$ cat src/rtl/core/dirsel_pkg.sv
// Package for the nearest-angle direction select block.
// Holds the widths, constants, job and table-entry types shared by all modules but dirsel_ram.
// No dependencies.
`default_nettype none

package dirsel_pkg;

    // Table geometry
    localparam int TABLE_DEPTH = 256;
    localparam int ADDR_W      = $clog2(TABLE_DEPTH);
    localparam int TIDX_W      = ADDR_W + 1;
    localparam int SIZE_W      = 9;
    localparam int MAX_SLICE   = 32;
    localparam int LOC_W       = (MAX_SLICE > 1) ? $clog2(MAX_SLICE) : 1;

    // Field widths
    localparam int ANG_W   = 11;
    localparam int DIR_W   = 8;
    localparam int COUNT_W = 6;
    localparam int GRP_W   = 3;
    localparam int CFG_W   = 9;
    localparam int DIST_W  = ANG_W + 1;

    // Angle constants (2048 units per turn)
    localparam logic [DIST_W-1:0] ANG_TURN   = DIST_W'(2048);
    localparam logic [ANG_W-1:0]  ANG_HALF   = ANG_W'(1024);
    localparam logic [ANG_W-1:0]  LEG_OFFSET = ANG_W'(128);
    localparam logic [ANG_W-1:0]  FLIP_LOW   = ANG_W'(1151);
    localparam logic [ANG_W-1:0]  FLIP_HIGH  = ANG_W'(1919);
    localparam logic [GRP_W-1:0]  LEG_MID    = GRP_W'(4);

    // Queue between front and back
    localparam int QDEPTH = 2;
    localparam int QPTR_W = $clog2(QDEPTH);
    localparam int QCNT_W = $clog2(QDEPTH + 1);

    // Configuration register indexes
    localparam logic CFG_TABLE_VALID = 1'b0;
    localparam logic CFG_TABLE_SIZE  = 1'b1;

    // Input function codes
    localparam logic FUNC_LOAD   = 1'b0;
    localparam logic FUNC_SELECT = 1'b1;

    typedef enum logic [1:0] {
        K_LOAD   = 2'd0,
        K_LEGACY = 2'd1,
        K_SEARCH = 2'd2
    } t_kind;

    // One table entry as stored in the RAM
    typedef struct packed {
        logic [ANG_W-1:0] angle;
        logic             mirror;
        logic [DIR_W-1:0] src_dir;
    } t_entry;

    // Classified job handed from the front to the back
    typedef struct packed {
        t_kind              kind;
        logic [ADDR_W-1:0]  addr;     // load index or slice first
        logic [ANG_W-1:0]   angle;    // entry angle or query angle
        logic               mirror;   // entry mirror or legacy flip
        logic [DIR_W-1:0]   src_dir;
        logic [COUNT_W-1:0] count;    // clamped slice count
        logic [GRP_W-1:0]   group;    // legacy group
    } t_job;

endpackage

`default_nettype wire

$ cat src/rtl/core/dirsel_in_if.sv
// Input channel of the direction select block: valid/ready plus item fields.
// Depends on dirsel_pkg.
`default_nettype none

interface dirsel_in_if
    import dirsel_pkg::*;
();
    logic               valid;
    logic               ready;
    logic               func;
    logic [7:0]         entry_index;
    logic [ANG_W-1:0]   entry_angle;
    logic               entry_mirror;
    logic [DIR_W-1:0]   entry_base_dir;
    logic [ANG_W-1:0]   query_angle;
    logic [7:0]         slice_first;
    logic [COUNT_W-1:0] slice_count;

    modport source (
        output valid, func, entry_index, entry_angle, entry_mirror, entry_base_dir,
               query_angle, slice_first, slice_count,
        input  ready
    );
    modport sink (
        input  valid, func, entry_index, entry_angle, entry_mirror, entry_base_dir,
               query_angle, slice_first, slice_count,
        output ready
    );
endinterface

`default_nettype wire

$ cat src/rtl/core/dirsel_front.sv
// Front of the direction select block: accepts input transactions, classifies
// them as load, legacy select or table search, and pushes a job. Uses dirsel_pkg.
`default_nettype none

module dirsel_front
    import dirsel_pkg::*;
(
    dirsel_in_if.sink        i_in,
    input  wire logic        i_table_valid,
    input  wire logic        i_q_full,
    output      logic        o_push,
    output      t_job        o_job
);

    logic [ANG_W-1:0] shifted;
    logic [GRP_W-1:0] sector;
    logic [GRP_W-1:0] group;
    logic             flip;
    logic             legacy;

    assign i_in.ready = !i_q_full;
    assign o_push     = i_in.valid && !i_q_full;

    // Legacy five-group mapping with its x-flip band
    always_comb begin
        shifted = i_in.query_angle + LEG_OFFSET;
        sector  = shifted[ANG_W-1 -: GRP_W];
        group   = (sector <= LEG_MID) ? (LEG_MID - sector) : (sector - LEG_MID);
        flip    = (i_in.query_angle > FLIP_LOW) && (i_in.query_angle < FLIP_HIGH);
        legacy  = !i_table_valid || (i_in.slice_count == '0);
    end

    // Build the job
    always_comb begin
        o_job          = '0;
        o_job.group    = group;
        o_job.src_dir  = i_in.entry_base_dir;
        if (i_in.func == FUNC_LOAD) begin
            o_job.kind   = K_LOAD;
            o_job.addr   = ADDR_W'(i_in.entry_index);
            o_job.angle  = i_in.entry_angle;
            o_job.mirror = i_in.entry_mirror;
        end else if (legacy) begin
            o_job.kind   = K_LEGACY;
            o_job.mirror = flip;
        end else begin
            o_job.kind   = K_SEARCH;
            o_job.addr   = ADDR_W'(i_in.slice_first);
            o_job.angle  = i_in.query_angle;
            o_job.count  = (i_in.slice_count > COUNT_W'(MAX_SLICE)) ?
                           COUNT_W'(MAX_SLICE) : i_in.slice_count;
        end
    end

endmodule

`default_nettype wire

$ cat src/flat_wrapper.sv
// flat-port wrapper written by rule: the top's interface ports become plain ports
module dirsel_front_flat import dirsel_pkg::*;
  (i_table_valid, i_q_full, o_push, o_job, i_in_valid, i_in_func, i_in_entry_index, i_in_entry_angle, i_in_entry_mirror, i_in_entry_base_dir, i_in_query_angle, i_in_slice_first, i_in_slice_count, i_in_ready);
  dirsel_in_if i_in_i ();
  input  wire logic i_table_valid;
  input  wire logic i_q_full;
  output      logic o_push;
  output      t_job o_job;
  input wire logic [$bits(i_in_i.valid)-1:0] i_in_valid;
  input wire logic [$bits(i_in_i.func)-1:0] i_in_func;
  input wire logic [$bits(i_in_i.entry_index)-1:0] i_in_entry_index;
  input wire logic [$bits(i_in_i.entry_angle)-1:0] i_in_entry_angle;
  input wire logic [$bits(i_in_i.entry_mirror)-1:0] i_in_entry_mirror;
  input wire logic [$bits(i_in_i.entry_base_dir)-1:0] i_in_entry_base_dir;
  input wire logic [$bits(i_in_i.query_angle)-1:0] i_in_query_angle;
  input wire logic [$bits(i_in_i.slice_first)-1:0] i_in_slice_first;
  input wire logic [$bits(i_in_i.slice_count)-1:0] i_in_slice_count;
  output wire logic [$bits(i_in_i.ready)-1:0] i_in_ready;
  assign i_in_i.valid = i_in_valid;
  assign i_in_i.func = i_in_func;
  assign i_in_i.entry_index = i_in_entry_index;
  assign i_in_i.entry_angle = i_in_entry_angle;
  assign i_in_i.entry_mirror = i_in_entry_mirror;
  assign i_in_i.entry_base_dir = i_in_entry_base_dir;
  assign i_in_i.query_angle = i_in_query_angle;
  assign i_in_i.slice_first = i_in_slice_first;
  assign i_in_i.slice_count = i_in_slice_count;
  assign i_in_ready = i_in_i.ready;
  dirsel_front u_core (.i_in(i_in_i), .i_table_valid(i_table_valid), .i_q_full(i_q_full), .o_push(o_push), .o_job(o_job));
endmodule
$ cat config.mk
export PLATFORM = sky130hd
export DESIGN_NAME = dirsel_front_flat
export DESIGN_NICKNAME = d
export VERILOG_FILES = /design/src/rtl/core/dirsel_pkg.sv /design/src/rtl/core/dirsel_in_if.sv /design/src/rtl/core/dirsel_front.sv /design/src/flat_wrapper.sv
export SDC_FILE = /design/constraint.sdc
export NUM_CORES = 1
export LEC_CHECK = 0
export BUFFER_PORTS_ARGS = -buffer_cell sky130_fd_sc_hd__buf_2
export CELL_PAD_IN_SITES_DETAIL_PLACEMENT = 0
export CELL_PAD_IN_SITES_GLOBAL_PLACEMENT = 2
export CORE_MARGIN = 5
export CORE_UTILIZATION = 12
export DETAILED_ROUTE_END_ITERATION = 6
export GPL_ROUTABILITY_DRIVEN = 0
export PLACE_DENSITY_LB_ADDON = 0.1
export SLEW_MARGIN = 20
export SYNTH_ARGS = -nofsm -noshare
export SYNTH_HDL_FRONTEND = slang
export SYNTH_SLANG_ARGS = --single-unit
$ cat constraint.sdc
create_clock -name vclk -period 2.35
set_input_delay 0.1175 -clock vclk [all_inputs]
set_output_delay 0.1175 -clock vclk [all_outputs]
set_load 0.01 [all_outputs]
Word-level counts from Yosys, hierarchy flattened

Cells that the tools add are included.

Logic and storage cells: 21
Output and inout port bits: 41
Register bits after elaboration: 0

$add $sub $neg: 3
Order comparisons: 4
Reduce and logical (&&, ||, !) cells: 6
Mux-type cells: 8

Operators by type and width:

| operator                                               | count |
|---|---|
| two-way mux 22 bit                                     | 1 |
| two-way mux 19 bit                                     | 1 |
| two-way mux 6 bit                                      | 3 |
| adder 11 x 8 -> 11 bit (second input constant)         | 1 |
| greater-than comparator 11 bit (second input constant) | 1 |
| < comparator 11 bit (second input constant)            | 1 |
| greater-than comparator 6 bit (second input constant)  | 1 |
| zero test 6 bit                                        | 1 |
| <= comparator 3 bit (second input constant)            | 1 |
| two-way mux 3 bit                                      | 1 |
| subtractor 3 bit (first input constant)                | 1 |
| subtractor 3 bit (second input constant)               | 1 |
| logical AND 1 bit                                      | 2 |
| zero test 1 bit                                        | 2 |
| two-way mux 2 bit                                      | 1 |
| logical OR 1 bit                                       | 1 |
| two-way mux 1 bit                                      | 1 |

Longest topological paths before layout

Word-level depth: 4
Mapped depth: 8
Mapped depth without buffers: 8

Least setup slack after synthesis

OpenSTA, ideal clock, no wires.

Path kind: in2out
Start: input i_in_slice_count[4]
End: output o_job[17] (netlist name)
Stages: 3
Arrival: 1.467 ns
Path buffers: 0
Slack: 0.765 ns
Cells stage by stage: or4_1 > o31a_1 > o41ai_1

RTL lines:

| item            | line               | source |
|---|---|---|
| start, declared | flat_wrapper.sv:17 | `input wire logic [$bits(i_in_i.slice_count)-1:0] i_in_slice_count;` |
| end, declared   | flat_wrapper.sv:8  | `output t_job o_job;` |

==> flow_metrics.py <==
metrics = {
    "worst_setup_path": {
        "cp_slowest_cell": "or4_1",
        "cp-end-kind": "primary output",
        "worstPathMaxFanout": 20,
        "crit_family": "simple AND/OR/NAND/NOR gates",
        "path_class": "primary input to primary output",
        "worstPathCellList": "buf_2, or4_1, o31a_1, nand2_4, inv_2, a22o_1, buf_2",
        "cp.buffers_inverters": 3,
        "worstSetupStartpointType": "primary input",
        "worstPathRequired_ns": 2.23,
        "cpPeakStageDelay_ns": 0.50,
        "worstPathArrival_ns": 1.69,
        "path_common_cell": "buf_2",
    },
    "global_route": {
        "grt_usage_pct": 7.120,
        "antenna_found_initial": 0,
        "grt_pass1_wl_microns": 3843,
        "overflow": 0,
        "grt_max_degree": 23,
        "grt_pass1_vias": 792,
    },
    "timing": {
        "final_max_slew_viol_count": 0,
        "setup_violations": 0,
        "hold_viol": 0,
        "maxSlewHeadroom_pct": 55.51,
        "whs_ns": 0.2350,
        "period_needed_ns": 1.810,
        "rsz0062_at_grt": "false",
        "period_share_pct": 77.03,
        "tightestPinTransition_ns": 0.6666,
        "max_freq_mhz": 552.4,
        "setup_tns_ns": 0,
    },
    "die": {
        "die_area_sq_um": 6436,
        "io-pin-count": 98,
        "rows": 25,
        "die_h_microns": 80.23,
        "core_area_sq_um": 4755,
        "die_w_microns": 80.23,
        "start_util_pct": 12.45,
    },
    "synthesis": {
        "synth_nets": 143,
        "ys_types": 31,
        "synth-seq-area-share_pct": 0,
        "yosysTopAreaCellShare_pct": 28.12,
        "synthCells": 81,
        "syn_area_sq_um": 591.8,
        "ys_top_cells_by_area": "a22o_1 28%, ha_1 11%, buf_4 10%",
        "synth_warnings": 0,
        "synth.avg_cell_area_sq_um": 7.306,
        "synth_largest_area_cell": "a22o_1",
    },
    "clocking": {
        "post_cts_buffers": 0,
        "ctsHoldBuffers": 0,
        "ctsResizeCount": 0,
    },
    "power_and_ir_drop": {
        "irDropWorstVdd_mv": 0.05500,
        "power_per_cell_area_nw_per_um2": 194.6,
        "p_total_mw": 0.1923,
        "p_leak_nw": 0.5676,
    },
    "detailed_routing": {
        "drc": 0,
        "routed_wirelength_microns": 2827,
        "via_count": 863,
        "drtAntennaViolNets": 0,
        "vias_per_cell": 3.995,
        "wire_per_inst_microns": 13.09,
        "drt_iter0_drc": 17,
        "dr.pass1.iters": 4,
    },
    "layout": {
        "seq_cells": 0,
        "seqCellArea_sq_um": 0,
        "clkbuf_count": 0,
        "syn2layout_area_growth_pct": 67.02,
        "fin_nets": 213,
        "drive_above_1_share_pct": 56.38,
        "layout_common_cells": "82 x buf_2, 19 x a22o_1, 6 x inv_1",
        "antenna_cells": 0,
        "final_common_cell": "buf_2",
    },
    "placement": {
        "port_buffers": 82,
        "dp_hpwl_microns": 2420,
    },
    "hold_path": {
        "min_to": "o_job[11]",
        "whs_path_depth": 0,
        "hold_class": "primary input to primary output",
        "hold_start": "i_in_entry_base_dir[2]",
    },
    "job": {
        "max_cap_violations": 0,
    },
    "run_status": {
        "status": "completed",
    },
}
## cells in the mapped netlist (2+ instances only)
master and count:
nand2_1 3, buf_4 8, ha_1 5, nor3b_1 5, inv_1 6, a211oi_1 2
a22o_1 19, clkbuf_1 4, buf_6 2, nor2_1 5, nand4_1 2
## kinds of logic after synthesis
logic type | share of synthesized area [%]
AOI/OAI and AO/OA | 41.23
and+or+nand+nor | 22.62
buffers and inverters | 20.93
adders and majority gates | 10.57
xor gates and xnor gates | 2.960
muxes | 1.691
## where the power goes
| group | switching, mW | leakage (nW) | internal (mW) |
|---|---|---|---|
| sequential | 0 | 0 | 0 |
| combinational | 0.0975 | 0.568 | 0.0948 |
| clock | 0 | 0 | 0 |
| total | 0.0975 | 0.568 | 0.0948 |
## metal layers
layer | GRT usage, % | vias to the layer above | part of all wire [%]
li1 | - | 437 | -
met1 | 7.881 | 367 | 39
met2 | 14.07 | 59 | 48
met3 | 1.794 | 0 | 13
met4 | 0.3378 | 0 | 0
met5 | 0 | - | 0
## per-stage QoR
step / setup slack, ns / cells / utilization [%] / area [sq um]
after CTS: 0.5249 / 216 / 20.79 / 988.4
final: 0.5399 / 216 / 20.79 / 988.4
after global placement: 0.5071 / 216 / 20.79 / 988.4
after detailed placement: 0.5316 / 216 / 20.79 / 988.4
after global routing: 0.3907 / 216 / 20.79 / 988.4
after floorplan: 0.7653 / 81 / - / 591.8
## worst max-delay path by stage
stage,startpoint,endpoint,slack [ns],depth (start not counted)
2_1_floorplan,i_in_slice_count[4],o_job[17],0.77,3
3_3_place_gp,i_in_slice_count[5],o_job[25],0.51,7
3_5_place_dp,i_in_slice_count[5],o_job[25],0.53,7
4_1_cts,i_in_slice_count[5],o_job[25],0.52,7
5_1_grt,i_in_query_angle[8],o_job[1],0.39,9
6_report,i_in_slice_count[5],o_job[25],0.54,7
## final cells by class
class | instances | area (sq um)
Tap cell | 67 | 83.83
Inverter | 7 | 26.28
Timing Repair Buffer | 82 | 410.4
Multi-Input combinational cell | 60 | 467.9
Fill cell | 532 | 3766
Power figures use the tool's default switching activity.
