==> config.mk <==
export PLATFORM = sky130hd
export DESIGN_NAME = dirsel_queue
export DESIGN_NICKNAME = d
export VERILOG_FILES = /design/src/rtl/core/dirsel_pkg.sv /design/src/rtl/core/dirsel_queue.sv
export SDC_FILE = /design/constraint.sdc
export NUM_CORES = 1
export LEC_CHECK = 0
export ABC_CLOCK_PERIOD_IN_PS = 4900
export BUFFER_PORTS_ARGS = -buffer_cell sky130_fd_sc_hd__buf_2
export CELL_PAD_IN_SITES_DETAIL_PLACEMENT = 2
export CELL_PAD_IN_SITES_GLOBAL_PLACEMENT = 2
export CORE_MARGIN = 2
export CORE_UTILIZATION = 40
export CTS_CLUSTER_SIZE = 16
export DETAILED_ROUTE_END_ITERATION = 7
export PLACE_DENSITY_LB_ADDON = 0.1
export REMOVE_ABC_BUFFERS = 1
export SYNTH_ARGS = -nofsm -noshare
export SYNTH_HDL_FRONTEND = slang
export SYNTH_SLANG_ARGS = --single-unit
==> constraint.sdc <==
create_clock -name i_clk -period 4.9 [get_ports i_clk]
set_input_delay 0.98 -clock i_clk [delete_from_list [all_inputs] [get_ports i_clk]]
set_output_delay 0.98 -clock i_clk [all_outputs]
set_load 0.03 [all_outputs]
==> src/rtl/core/dirsel_pkg.sv <==
// Package for the nearest-angle direction select block.
// Holds the widths, constants, job and table-entry types shared by all modules but dirsel_ram.
// No dependencies.
`default_nettype none

package dirsel_pkg;

    // Table geometry
    localparam int TABLE_DEPTH = 256;
    localparam int ADDR_W      = $clog2(TABLE_DEPTH);
    localparam int TIDX_W      = ADDR_W + 1;
    localparam int SIZE_W      = 9;
    localparam int MAX_SLICE   = 32;
    localparam int LOC_W       = (MAX_SLICE > 1) ? $clog2(MAX_SLICE) : 1;

    // Field widths
    localparam int ANG_W   = 11;
    localparam int DIR_W   = 8;
    localparam int COUNT_W = 6;
    localparam int GRP_W   = 3;
    localparam int CFG_W   = 9;
    localparam int DIST_W  = ANG_W + 1;

    // Angle constants (2048 units per turn)
    localparam logic [DIST_W-1:0] ANG_TURN   = DIST_W'(2048);
    localparam logic [ANG_W-1:0]  ANG_HALF   = ANG_W'(1024);
    localparam logic [ANG_W-1:0]  LEG_OFFSET = ANG_W'(128);
    localparam logic [ANG_W-1:0]  FLIP_LOW   = ANG_W'(1151);
    localparam logic [ANG_W-1:0]  FLIP_HIGH  = ANG_W'(1919);
    localparam logic [GRP_W-1:0]  LEG_MID    = GRP_W'(4);

    // Queue between front and back
    localparam int QDEPTH = 2;
    localparam int QPTR_W = $clog2(QDEPTH);
    localparam int QCNT_W = $clog2(QDEPTH + 1);

    // Configuration register indexes
    localparam logic CFG_TABLE_VALID = 1'b0;
    localparam logic CFG_TABLE_SIZE  = 1'b1;

    // Input function codes
    localparam logic FUNC_LOAD   = 1'b0;
    localparam logic FUNC_SELECT = 1'b1;

    typedef enum logic [1:0] {
        K_LOAD   = 2'd0,
        K_LEGACY = 2'd1,
        K_SEARCH = 2'd2
    } t_kind;

    // One table entry as stored in the RAM
    typedef struct packed {
        logic [ANG_W-1:0] angle;
        logic             mirror;
        logic [DIR_W-1:0] src_dir;
    } t_entry;

    // Classified job handed from the front to the back
    typedef struct packed {
        t_kind              kind;
        logic [ADDR_W-1:0]  addr;     // load index or slice first
        logic [ANG_W-1:0]   angle;    // entry angle or query angle
        logic               mirror;   // entry mirror or legacy flip
        logic [DIR_W-1:0]   src_dir;
        logic [COUNT_W-1:0] count;    // clamped slice count
        logic [GRP_W-1:0]   group;    // legacy group
    } t_job;

endpackage

`default_nettype wire

==> src/rtl/core/dirsel_queue.sv <==
// Short job queue between the front and the back of the direction select block.
// Depends on dirsel_pkg.
`default_nettype none

module dirsel_queue
    import dirsel_pkg::*;
(
    input  wire logic i_clk,
    input  wire logic i_rst_n,
    input  wire logic i_push,
    input  wire t_job i_push_job,
    output      logic o_full,
    input  wire logic i_pop,
    output      logic o_valid,
    output      t_job o_job
);

    t_job               r_slot [QDEPTH];
    logic [QPTR_W-1:0]  r_wptr, n_wptr;
    logic [QPTR_W-1:0]  r_rptr, n_rptr;
    logic [QCNT_W-1:0]  r_cnt, n_cnt;
    logic               do_push, do_pop;

    assign o_full  = (r_cnt == QCNT_W'(QDEPTH));
    assign o_valid = (r_cnt != '0);
    assign o_job   = r_slot[r_rptr];
    assign do_push = i_push && !o_full;
    assign do_pop  = i_pop && o_valid;

    // Advance pointers and fill count
    always_comb begin
        n_wptr = r_wptr;
        n_rptr = r_rptr;
        n_cnt  = r_cnt;
        if (do_push) begin
            n_wptr = (r_wptr == QPTR_W'(QDEPTH - 1)) ? '0 : r_wptr + 1'b1;
        end
        if (do_pop) begin
            n_rptr = (r_rptr == QPTR_W'(QDEPTH - 1)) ? '0 : r_rptr + 1'b1;
        end
        if (do_push && !do_pop) begin
            n_cnt = r_cnt + 1'b1;
        end else if (do_pop && !do_push) begin
            n_cnt = r_cnt - 1'b1;
        end
    end

    always_ff @(posedge i_clk) begin
        if (!i_rst_n) begin
            r_wptr <= '0;
            r_rptr <= '0;
            r_cnt  <= '0;
        end else begin
            r_wptr <= n_wptr;
            r_rptr <= n_rptr;
            r_cnt  <= n_cnt;
        end
    end

    // Store the pushed job
    always_ff @(posedge i_clk) begin
        if (do_push) begin
            r_slot[r_wptr] <= i_push_job;
        end
    end

endmodule

`default_nettype wire

* After elaboration in Yosys (flattened, before gate mapping) *
Memories as Yosys holds them, arrays and structs flattened. A register that Yosys moved wholly into a read port is not among the register bits.
Cells that the tools add are included.

word-level totals
  register bits = 4
  bits in latches = 0
  RAM bits = 78
  memory bits (read-only) = 0
  input port bits = 43
  output and inout bits = 41
  logic and storage cells = 26
  memories = 1

operators by class
  $add $sub $neg = 4
  multiply operators = 0
  divide/modulo/power cells = 0
  magnitude comparators = 0
  eq/ne operators = 1
  shift-type cells = 0
  mux-type cells = 8
  bitwise gates (word level) = 0
  reduce and logical (&&, ||, !) cells = 9

memories
  memory  depth  width  rd ports  clocked after memory_dff  write ports  RTL line            text
  r_slot  2      39     1         1                         1            dirsel_queue.sv:18  t_job r_slot [QDEPTH];

operators with widths
  operator                                          number
  two-way mux 1 bit                                 6
  logical AND 1 bit                                 4
  two-way mux 2 bit                                 2
  nonzero test 2 bit                                2
  logical NOT 1 bit                                 3
  adder 1 bit, second input constant                2
  adder 2 x 1 -> 2 bit, second input constant       1
  equality test 2 bit, second input constant        1
  subtractor 2 x 1 -> 2 bit, second input constant  1

* Logic depth before layout (Yosys ltp) *
Gate-level depths: netlist of the first run.

  depth in word-level cells = 7
  depth in mapped cells = 7
  mapped depth without buffers = 7

* Least setup slack after synthesis of the first run *
Ideal clock, no wire load.

  path type = input to register
  start = input i_push
  end = memory r_slot[0][0] (netlist bit), enable pin
  setup time = 430 ps
  arrival = 2,620 ps
  required time = 4,470 ps
  path slack = 1,849 ps
  stages = 2
  buffers on the path = 0
  path through = inv_1 -> nor3_2

on the way
  cells in the longest elaborated chain, start to end = 3

ends and longest elaborated chain
  what                                     RTL line            text
  start: declaration                       dirsel_queue.sv:10  input wire logic i_push,
  logical AND 1 bit                        dirsel_queue.sv:27  assign do_push = i_push && !o_full;
  two-way mux 1 bit                        dirsel_queue.sv:62  if (do_push) begin
  two-way mux 1 bit (implied by the code)  dirsel_queue.sv:63  r_slot[r_wptr] <= i_push_job;
  end: declaration                         dirsel_queue.sv:18

No other way between the ends.

==> impl.org, run 1 <==
** Power and ir drop
- The clock network is responsible for 26.5% of the overall power.
- Max IR drop VDD :: 0.2782 mV
- Of the total power, the share spent switching nets is 33.05%.
- Logic gate share of total power :: 28.8%
- Proportion of power drawn by flip-flops and latches :: 44.7%
- For this design the total switching power over the nets is 0.0007183 W.
- In this run the power density over the cells is 571.4 nW/um^2.
- Reported leakage power :: 1.425 nW
- The internal power of the cells totals 0.001455 W.

** Placed design
- Timing analysis after detailed placement gives a worst setup slack of 2074 ps.
- The wire-length estimate of the detail-placed layout is 4482 microns.
- At the end of routability-driven placement, the weighted congestion stood at 0.6392.
- In this run the tool buffered the top-level ports with 83 buffer cells.

** Final layout
- Layout net count :: 281
- Of the cells placed in the final design, the portion with a size suffix greater than 1 is 54.77%.
- Diode insertion count for antenna repair :: 0
- Fill cells in the final layout number 715.
- Leaving out fill and tap cells, the most frequent cell in the layout is sky130_fd_sc_hd__buf_2.
- Area growth syn-to-layout :: 24.95%
- The top cell types in the final layout, fill and taps aside, are sky130_fd_sc_hd__buf_2 (83), sky130_fd_sc_hd__edfxtp_1 (78), sky130_fd_sc_hd__mux2_2 (29), sky130_fd_sc_hd__mux2_1 (10), sky130_fd_sc_hd__clkbuf_8 (9).

** Drt
- The final route contains 1608 vias.
- Before antenna repair, the detailed router went through 4 iterations.
- Via density per instance :: 4.729
- After detailed routing, the average wire length per cell comes to 19.59 microns.
- After detailed routing, the total wire length is 6662 microns.
- The first routing iteration left 38 violations.
- Post-DRT Antenna Nets :: 0
- In the routed design, unresolved DRC markers number 0.

** Synth
- Post-Synthesis Cell Area :: 3044 sq um
- Post-synth cell types :: 23
- During synthesis, Yosys emitted a total of 0 warnings.
- Average size of a mapped cell :: 20.85 sq um
- For this run, the register share of the synthesized area comes to 80.23%.
- FF+latch count, synth :: 83
- After technology mapping, the gate count stands at 146.

** Min path
- The tightest min-delay check is of the reg2reg type.
- Hold path startpoint :: r_cnt[1]

** Clock tree
- The H-tree generated during clock tree synthesis spans 3 levels.
- Worst-Skew Late Latency :: 350 ps
- TritonCTS built the clock tree.
- CTS clock-pin slew for the worst setup and hold paths :: 70 ps
- The tree built by TritonCTS fans out to 83 sinks.
- Clock buffers created by TritonCTS :: 9
- The number of gates resized after CTS was 0.
- Number of buffers between clock root and the deepest sink :: 2
- Post-CTS Setup Repair Bufs :: 0
- Root cell of the clock tree :: sky130_fd_sc_hd__clkbuf_8
- Hold repair after CTS inserted 0 buffers.

** STA
- Setup repair after global routing left no endpoint under its margin.
- Post-Route Hold Slack :: 536.9 ps
- The number of max-slew violations in the final report came to 0.
- Subtracting the final worst setup slack from the clock period gives 2912 ps.
- Total count of hold-check failures in the final report :: 0
- After routing, the total negative slack on setup checks comes to 0 ps.
- Between clock sinks in the finished design, the worst skew comes to 17.50 ps.
- The final critical path takes up 59.42% of the cycle.
- Relative slew slack :: 31.12%
- Setup violations remaining at the end of the flow were counted as 0.
- Worst Setup Slack, final :: 1988 ps
- At the pin with the least slew margin, the transition time is 1030 ps.
- Maximum frequency from static timing analysis :: 343.5 MHz

** Global route
- Across every metal layer, demand over resource in global routing totals 16.90%.
- First-pass GRT wire length :: 10320 microns
- Antenna violations before repair :: 0
- Via count of the first global-routing pass :: 1803
- Pin count of the biggest net entering global routing :: 40
- Summed over all layers, the global routing overflow is 0.

** Setup path
- Critical-path maximum fanout :: 39
- The worst setup path is launched from a flip-flop.
- The slowest stage of the critical path belongs to the cell sky130_fd_sc_hd__dfxtp_2.
- By startpoint and endpoint, the worst setup path is classified as reg2out.
- Arrival time of data at the critical path endpoint :: 1930 ps
- In this run the critical register-to-register path is launched from r_cnt[0].
- Crit-path max cell delay :: 960 ps
- CP cell instances :: mux2_2 > buf_2
- In this design, the largest share of critical-path delay is due to flip-flops.
- Critical path data required time :: 3920 ps
- Endpoint type of the worst setup path :: output port
- Together, buffers and inverters on the worst path number 1.

** Die
- For this configuration, the core starts out at a cell density of 41.75%.
- The die covers 8324 sq um.
- Number of rows created at floorplan :: 31
- The die is 91.24 microns tall.
- Die width :: 91.24 microns
- Top-Level Pins :: 84
- In this run the standard cell core region covers 7292 sq um.

** Run status
- The flow ran to the end, and the final reports show no timing, DRC or antenna violations.

** Flow run
- Maximum Capacitance Violations :: 0
stage by stage:
| stage | utilization, % | instances | cell area (sq um) | total power, W |
|---|---|---|---|---|
| after floorplan | - | 142 | 3018 | 0.001416 |
| after global placement | 49.00 | 325 | 3573 | 0.001587 |
| after detailed placement | 49.00 | 325 | 3573 | 0.001626 |
| after CTS | 52.16 | 340 | 3804 | 0.002205 |
| after global routing | 52.16 | 340 | 3804 | 0.002264 |
| final | 52.16 | 340 | 3804 | 0.002173 |
sequential cells by signal, summed over array words and instances, names as in the netlist, named ones only:
name,cells
r_slot,78
r_wptr,1
r_cnt,2
r_rptr,1
synthesized netlist by cell type:
cell type                  number  area, sq um
sky130_fd_sc_hd__a21boi_0       1        7.510
sky130_fd_sc_hd__a21boi_1       1        7.510
sky130_fd_sc_hd__and2_1         3        18.77
sky130_fd_sc_hd__and3_1         1        6.260
sky130_fd_sc_hd__buf_2          3        15.01
sky130_fd_sc_hd__buf_6          1        11.26
sky130_fd_sc_hd__dfxtp_1        5        100.1
sky130_fd_sc_hd__edfxtp_1      78         2342
sky130_fd_sc_hd__ha_1           1        12.51
sky130_fd_sc_hd__inv_1          1        3.750
sky130_fd_sc_hd__inv_2          1        3.750
sky130_fd_sc_hd__mux2_1        10        112.6
sky130_fd_sc_hd__mux2_2        29        326.6
sky130_fd_sc_hd__nand2b_1       1        6.260
sky130_fd_sc_hd__nor2_1         1        3.750
sky130_fd_sc_hd__nor3_2         1        10.01
sky130_fd_sc_hd__o21a_1         1        7.510
sky130_fd_sc_hd__o21ai_0        1        5.000
sky130_fd_sc_hd__o21ai_1        1        5.000
sky130_fd_sc_hd__or2_2          1        6.260
sky130_fd_sc_hd__or3_1          1        6.260
sky130_fd_sc_hd__xnor2_1        2        17.52
sky130_fd_sc_hd__xor2_1         1        8.760
logic make-up after synthesis:
logic type	after synthesis	synth area share (%)
DFF	83	80.23
AOI/OAI and AO/OA	5	1.069
and+or+nand+nor	9	1.891
adders and majority gates	1	0.4109
muxes	39	14.43
buffers and inverters	6	1.109
xor gates and xnor gates	3	0.8633
layer usage:
layer	global-route usage (%)	part of all wire (%)
met5	0	0
met4	7.828	1.7
met2	30.06	55
met1	19.04	39
met3	4.149	4.1
worst register-to-register path, stage by stage, from the launching register on:
cell                       delay [ps]
sky130_fd_sc_hd__dfxtp_1          410
sky130_fd_sc_hd__nand2b_1         180
sky130_fd_sc_hd__inv_2             70
sky130_fd_sc_hd__nor3_4           780
sky130_fd_sc_hd__buf_4            450
final cells by class:
cell class / instances / area (sq um) / share of cell area (%)
clock inverters: 5 / 102.6 / 2.697
clock buffers: 10 / 127.6 / 3.355
repair buffers: 84 / 422.9 / 11.12
flip-flops and latches: 83 / 2444 / 64.24
well taps: 99 / 123.9 / 3.257
inverters: 2 / 7.507 / 0.1974
multi-input cells: 57 / 575.6 / 15.13
power by group through the flow:
stage / Combinational, W / Sequential [W] / Clock [W]
CTS: 0.000640 / 0.000978 / 0.000588
global route: 0.000665 / 0.000990 / 0.000610
global placement: 0.000610 / 0.000976 / 0
finish: 0.000625 / 0.000972 / 0.000576
detailed placement: 0.000634 / 0.000992 / 0
floorplan: 0.000455 / 0.000961 / 0
final timing paths:
| check | end | slack (ps) | cells after the start |
|---|---|---|---|
| worst max register to register | r_slot[0][9] | 2690 | 4 |
| worst min register to register | r_cnt[1] | 540 | 2 |
| worst min-delay path | r_cnt[1] | 540 | 2 |
| worst max-delay path | o_job[31] | 1990 | 2 |
Power figures use the tool's default switching activity.
==> run 2, diff against run 1 <==
--- a/config.mk
+++ b/config.mk
@@ -5,12 +5,13 @@
 export SDC_FILE = /design/constraint.sdc
 export NUM_CORES = 1
 export LEC_CHECK = 0
-export ABC_CLOCK_PERIOD_IN_PS = 4900
+export ABC_AREA = 1
+export ABC_CLOCK_PERIOD_IN_PS = 2440
 export BUFFER_PORTS_ARGS = -buffer_cell sky130_fd_sc_hd__buf_2
 export CELL_PAD_IN_SITES_DETAIL_PLACEMENT = 2
 export CELL_PAD_IN_SITES_GLOBAL_PLACEMENT = 2
 export CORE_MARGIN = 2
-export CORE_UTILIZATION = 40
+export CORE_UTILIZATION = 33
 export CTS_CLUSTER_SIZE = 16
 export DETAILED_ROUTE_END_ITERATION = 7
 export PLACE_DENSITY_LB_ADDON = 0.1
==> constraint.sdc (replaced) <==
create_clock -name i_clk -period 2.44 [get_ports i_clk]
set_input_delay 0.488 -clock i_clk [delete_from_list [all_inputs] [get_ports i_clk]]
set_output_delay 0.488 -clock i_clk [all_outputs]
set_load 0.03 [all_outputs]
==> run 2 against run 1 <==
Net effect: first-iteration DRC count grew 5.3%; power grew 94%; global-route usage shrank 4.3 points; register-to-register slack lost 1900 ps; clock-buffer cell count is the same; clock skew shrank 7.6 ps; non-clock buffer count grew 2; area after synthesis grew 2.0%; die area grew 23%; critical path depth grew 1.
==> impl.org, run 2 <==
** Setup path
- The required time reported for the critical path endpoint is 1950 ps (-1970 ps).
- Critical-path maximum fanout :: 33 (-15%)
- Arrival time of data at the critical path endpoint :: 1620 ps (-310 ps)
- Endpoint type of the worst setup path :: output port
- STA classifies the critical path startpoint as a flip-flop.
- Start-to-end type of the worst setup path :: reg2out

** Final layout
- The ratio of cells with drive above 1 in the final layout is 56.25% (+1.5 points).
- The library cell used most frequently in the layout, excluding fill and tap cells, is sky130_fd_sc_hd__buf_2.
- The layout net count is 295 (+5.0%).
- The final core utilization came to 42.53% (-9.6 points).
- The layout filler cell count came to 923 (+29%).
- Largest registers :: r_slot x78, r_cnt x2
- Top library cells by usage in the layout, fill and taps aside :: sky130_fd_sc_hd__buf_2 (83), sky130_fd_sc_hd__edfxtp_1 (78), sky130_fd_sc_hd__mux2_2 (29), sky130_fd_sc_hd__mux2_4 (10), sky130_fd_sc_hd__clkbuf_8 (9)
- Largest register by flop count :: r_slot
- The number of diodes is 0 (unchanged).
- The number of flip-flops in the largest register was 78 (unchanged).
- The area growth from synthesis to layout is 25.95%.

** Drt
- Vias after detailed routing :: 1677 (+4.3%)
- Pre-antenna DRT Iters :: 4 (unchanged)
- Post-DRT Antenna Nets :: 0 (unchanged)
- DRC violations left :: 0 (unchanged)
- The total routed wirelength is 6091 microns (-8.6%).
- The mean number of vias per cell is 4.569 (-3.4%).
- The number of DRC violations after detailed-routing iteration 0 came to 40 (+5.3%).
- DR WL/cell :: 16.60 microns (-15%)

** Global route
- The largest net degree at the start of global routing is 34 (-15%).
- Antenna violations before repair :: 0 (unchanged)
- First-pass GRT wire length :: 9259 microns (-10%)
- The total overflow reported by the global router was 0 (unchanged).
- The via count of the first global-routing pass was 1809 (+0.33%).
- GRT Util Overall :: 12.57% (-4.3 points)

** Power and ir drop
- The power per cell area came to 1080 nW/um^2 (+89%).
- Max IR drop VDD :: 0.4940 mV (+78%)
- Internal portion of total power :: 0.002843 W (+95%)
- The sequential group share of total power came to 44.4% (-0.3 points).
- The net load switching power is 0.001383 W (+93%).
- Switching part of the total power :: 32.73% (-0.32 points)
- Clock power share :: 25.1% (-1.4 points)
- The proportion of power drawn by combinational gates was 30.5% (+1.7 points).
- The leakage power figure is 1.494 nW (+4.8%).

** Clock tree
- CTS tree :: yes
- The clock edge transition at the registers on the reported setup and hold paths is 90 ps (+20 ps).
- The post-cts gate resize count was 0 (unchanged).
- The number of H-tree levels was 3 (unchanged).
- Total clock sinks :: 83 (unchanged)
- Worst-Skew Late Latency :: 340 ps (about the same)
- Clock buffers created by TritonCTS :: 9 (unchanged)
- The root buffer cell chosen for the clock tree is sky130_fd_sc_hd__clkbuf_8.
- The hold-fix buffer count after cts came to 0 (unchanged).
- The number of buffers inserted by post-CTS setup repair is 0 (unchanged).
- The number of buffers on the longest clock path came to 2 (unchanged).

** Synth
- The number of distinct standard cells referenced by the synthesized netlist came to 17 (-26%).
- Yosys instantiated no cell more often than sky130_fd_sc_hd__edfxtp_1.
- Average size of a mapped cell :: 19.65 sq um (-5.7%)
- The number of cells produced by synthesis is 158 (+8.2%).
- Post-synth top cells :: sky130_fd_sc_hd__edfxtp_1 (78), sky130_fd_sc_hd__mux2_2 (29), sky130_fd_sc_hd__mux2_4 (10), sky130_fd_sc_hd__nor2_1 (9), sky130_fd_sc_hd__inv_1 (8)
- The share of the synthesized area in the top cell type came to 75.42% (-1.5 points).
- The number of warning messages in the yosys log came to 0 (unchanged).
- Portion of the post-synthesis area used by sequential elements :: 78.65% (-1.6 points)
- Yosys attributes the largest share of cell area to sky130_fd_sc_hd__edfxtp_1 (75%), sky130_fd_sc_hd__mux2_2 (11%), sky130_fd_sc_hd__mux2_4 (4.8%).
- The post-synthesis sequential element count was 83 (unchanged).
- Synth area leader :: sky130_fd_sc_hd__edfxtp_1
- Async set or reset register ratio after synthesis :: 0% (unchanged)
- Post-Synthesis Cell Area :: 3105 sq um (+2.0%)
- In the synthesized netlist the dominant register cell turns out to be sky130_fd_sc_hd__edfxtp_1.
- The count of flip-flops with a built-in enable after synthesis is 78 (unchanged).

** Die
- Die area :: 10200 sq um (+23%)
- Starting Density :: 33.77% (-8.0 points)
- Number of rows created at floorplan :: 35 (+13%)
- The chip width came to 101.0 microns (+11%).
- Core Box Area :: 9196 sq um (+26%)
- Die height :: 101.0 microns (+11%)
- Top-Level Pins :: 84 (unchanged)

** Placed design
- The number of buffer cells added on primary ports is 83 (unchanged).
- Weighted congestion at the end of routability-driven global placement :: 0.6961 (+8.9%)
- The half-perimeter wire length after placement is 4156 microns (-7.3%).
- The worst-case setup slack after placement came to 669.9 ps (-1404 ps).

** STA
- Relative slew slack :: 76.63% (+46 points)
- The final worst-path setup slack is 332.5 ps (-1656 ps).
- Based on the critical path, the design can be clocked at up to 474.5 MHz.
- Setup repair after global routing left no endpoint under its margin.
- Total setup violations reported at the end of the flow :: 0 (unchanged)
- Fin crit period :: 2107 ps
- Post-route clock skew :: 9.886 ps (-7.617 ps)
- The worst-margin pin slew was 349.7 ps (-680.1 ps).
- The number of failing hold endpoints at the final stage came to 0 (unchanged).
- Summed negative setup slack over all endpoints :: 0 ps (unchanged)
- Final Max Slew Viols :: 0 (unchanged)
- Final Cycle Share :: 86.37%

** Min path
- The path class of the tightest hold or removal check is in2reg.

** Flow run
- The count of maximum capacitance violations came to 0 (unchanged).

** Run status
- Status :: complete, no violations
==> run 2: cell families (layout without fill, tap and decap cells) <==
family | after synthesis | count (layout) | synth area share, %
muxes | 39 | 39 | 15.35
and+or+nand+nor | 18 | 18 | 2.297
adders and majority gates | 1 | 1 | 0.4028
AOI/OAI and AO/OA | 5 | 5 | 1.007
DFF | 83 | 83 | 78.65
buffers and inverters | 12 | 110 | 2.296
==> run 2: metrics by stage <==
| step | instance area, sq um | total power, W | std cells | hold slack, ps |
|---|---|---|---|---|
| floorplan | 3064 | 0.002810 | 154 | 466.9 |
| global placement | 3695 | 0.003206 | 351 | 485.2 |
| detailed placement | 3695 | 0.003228 | 351 | 500.6 |
| CTS | 3911 | 0.004312 | 367 | 307.7 |
| global route | 3911 | 0.004442 | 367 | 301.2 |
| finish | 3911 | 0.004226 | 367 | 333.7 |
==> run 2: cell type report <==
cell class | count | area (sq um) | area share, %
flip-flops and latches | 83 | 2444 | 62.48
multi-input cells | 63 | 606.8 | 15.52
repair buffers | 86 | 475.5 | 12.16
well taps | 111 | 138.9 | 3.551
clock buffers | 10 | 127.6 | 3.263
clock inverters | 6 | 88.84 | 2.271
inverters | 8 | 30.03 | 0.7678
==> run 2: final timing paths <==
kind / start / endpoint / slack [ps] / depth (start not counted)
hold reg to reg: r_rptr / flip-flop / 510 / 2
hold / removal: i_push_job[26] / r_slot[0][26] / 330 / 1
setup reg to reg: r_cnt[1] / r_cnt[1] / 840 / 9
setup / recovery: flip-flop / o_job[24] / 330 / 3
==> run 2: worst max-delay path: stages (launching register included) <==
cell and delay [ps]:
sky130_fd_sc_hd__dfxtp_2 440, sky130_fd_sc_hd__buf_12 260, sky130_fd_sc_hd__mux2_2 390, sky130_fd_sc_hd__buf_2 180
==> run 2: routing by layer <==
metal	vias to the layer above	GRT usage, %	part of all wire [%]
li1	784	-	-
met1	843	14.23	41
met2	46	21.54	53
met3	4	4.854	5.7
met4	0	4.678	0.99
met5	-	0	0
==> run 2: power by group through the flow <==
stage / sequential, W / clock [W] / combinational (W)
6_report: 0.00188 / 0.00106 / 0.00129
5_1_grt: 0.00190 / 0.00116 / 0.00138
4_1_cts: 0.00188 / 0.00111 / 0.00132
3_5_place_dp: 0.00191 / 0 / 0.00131
3_3_place_gp: 0.00190 / 0 / 0.00131
2_1_floorplan: 0.00194 / 0 / 0.000873
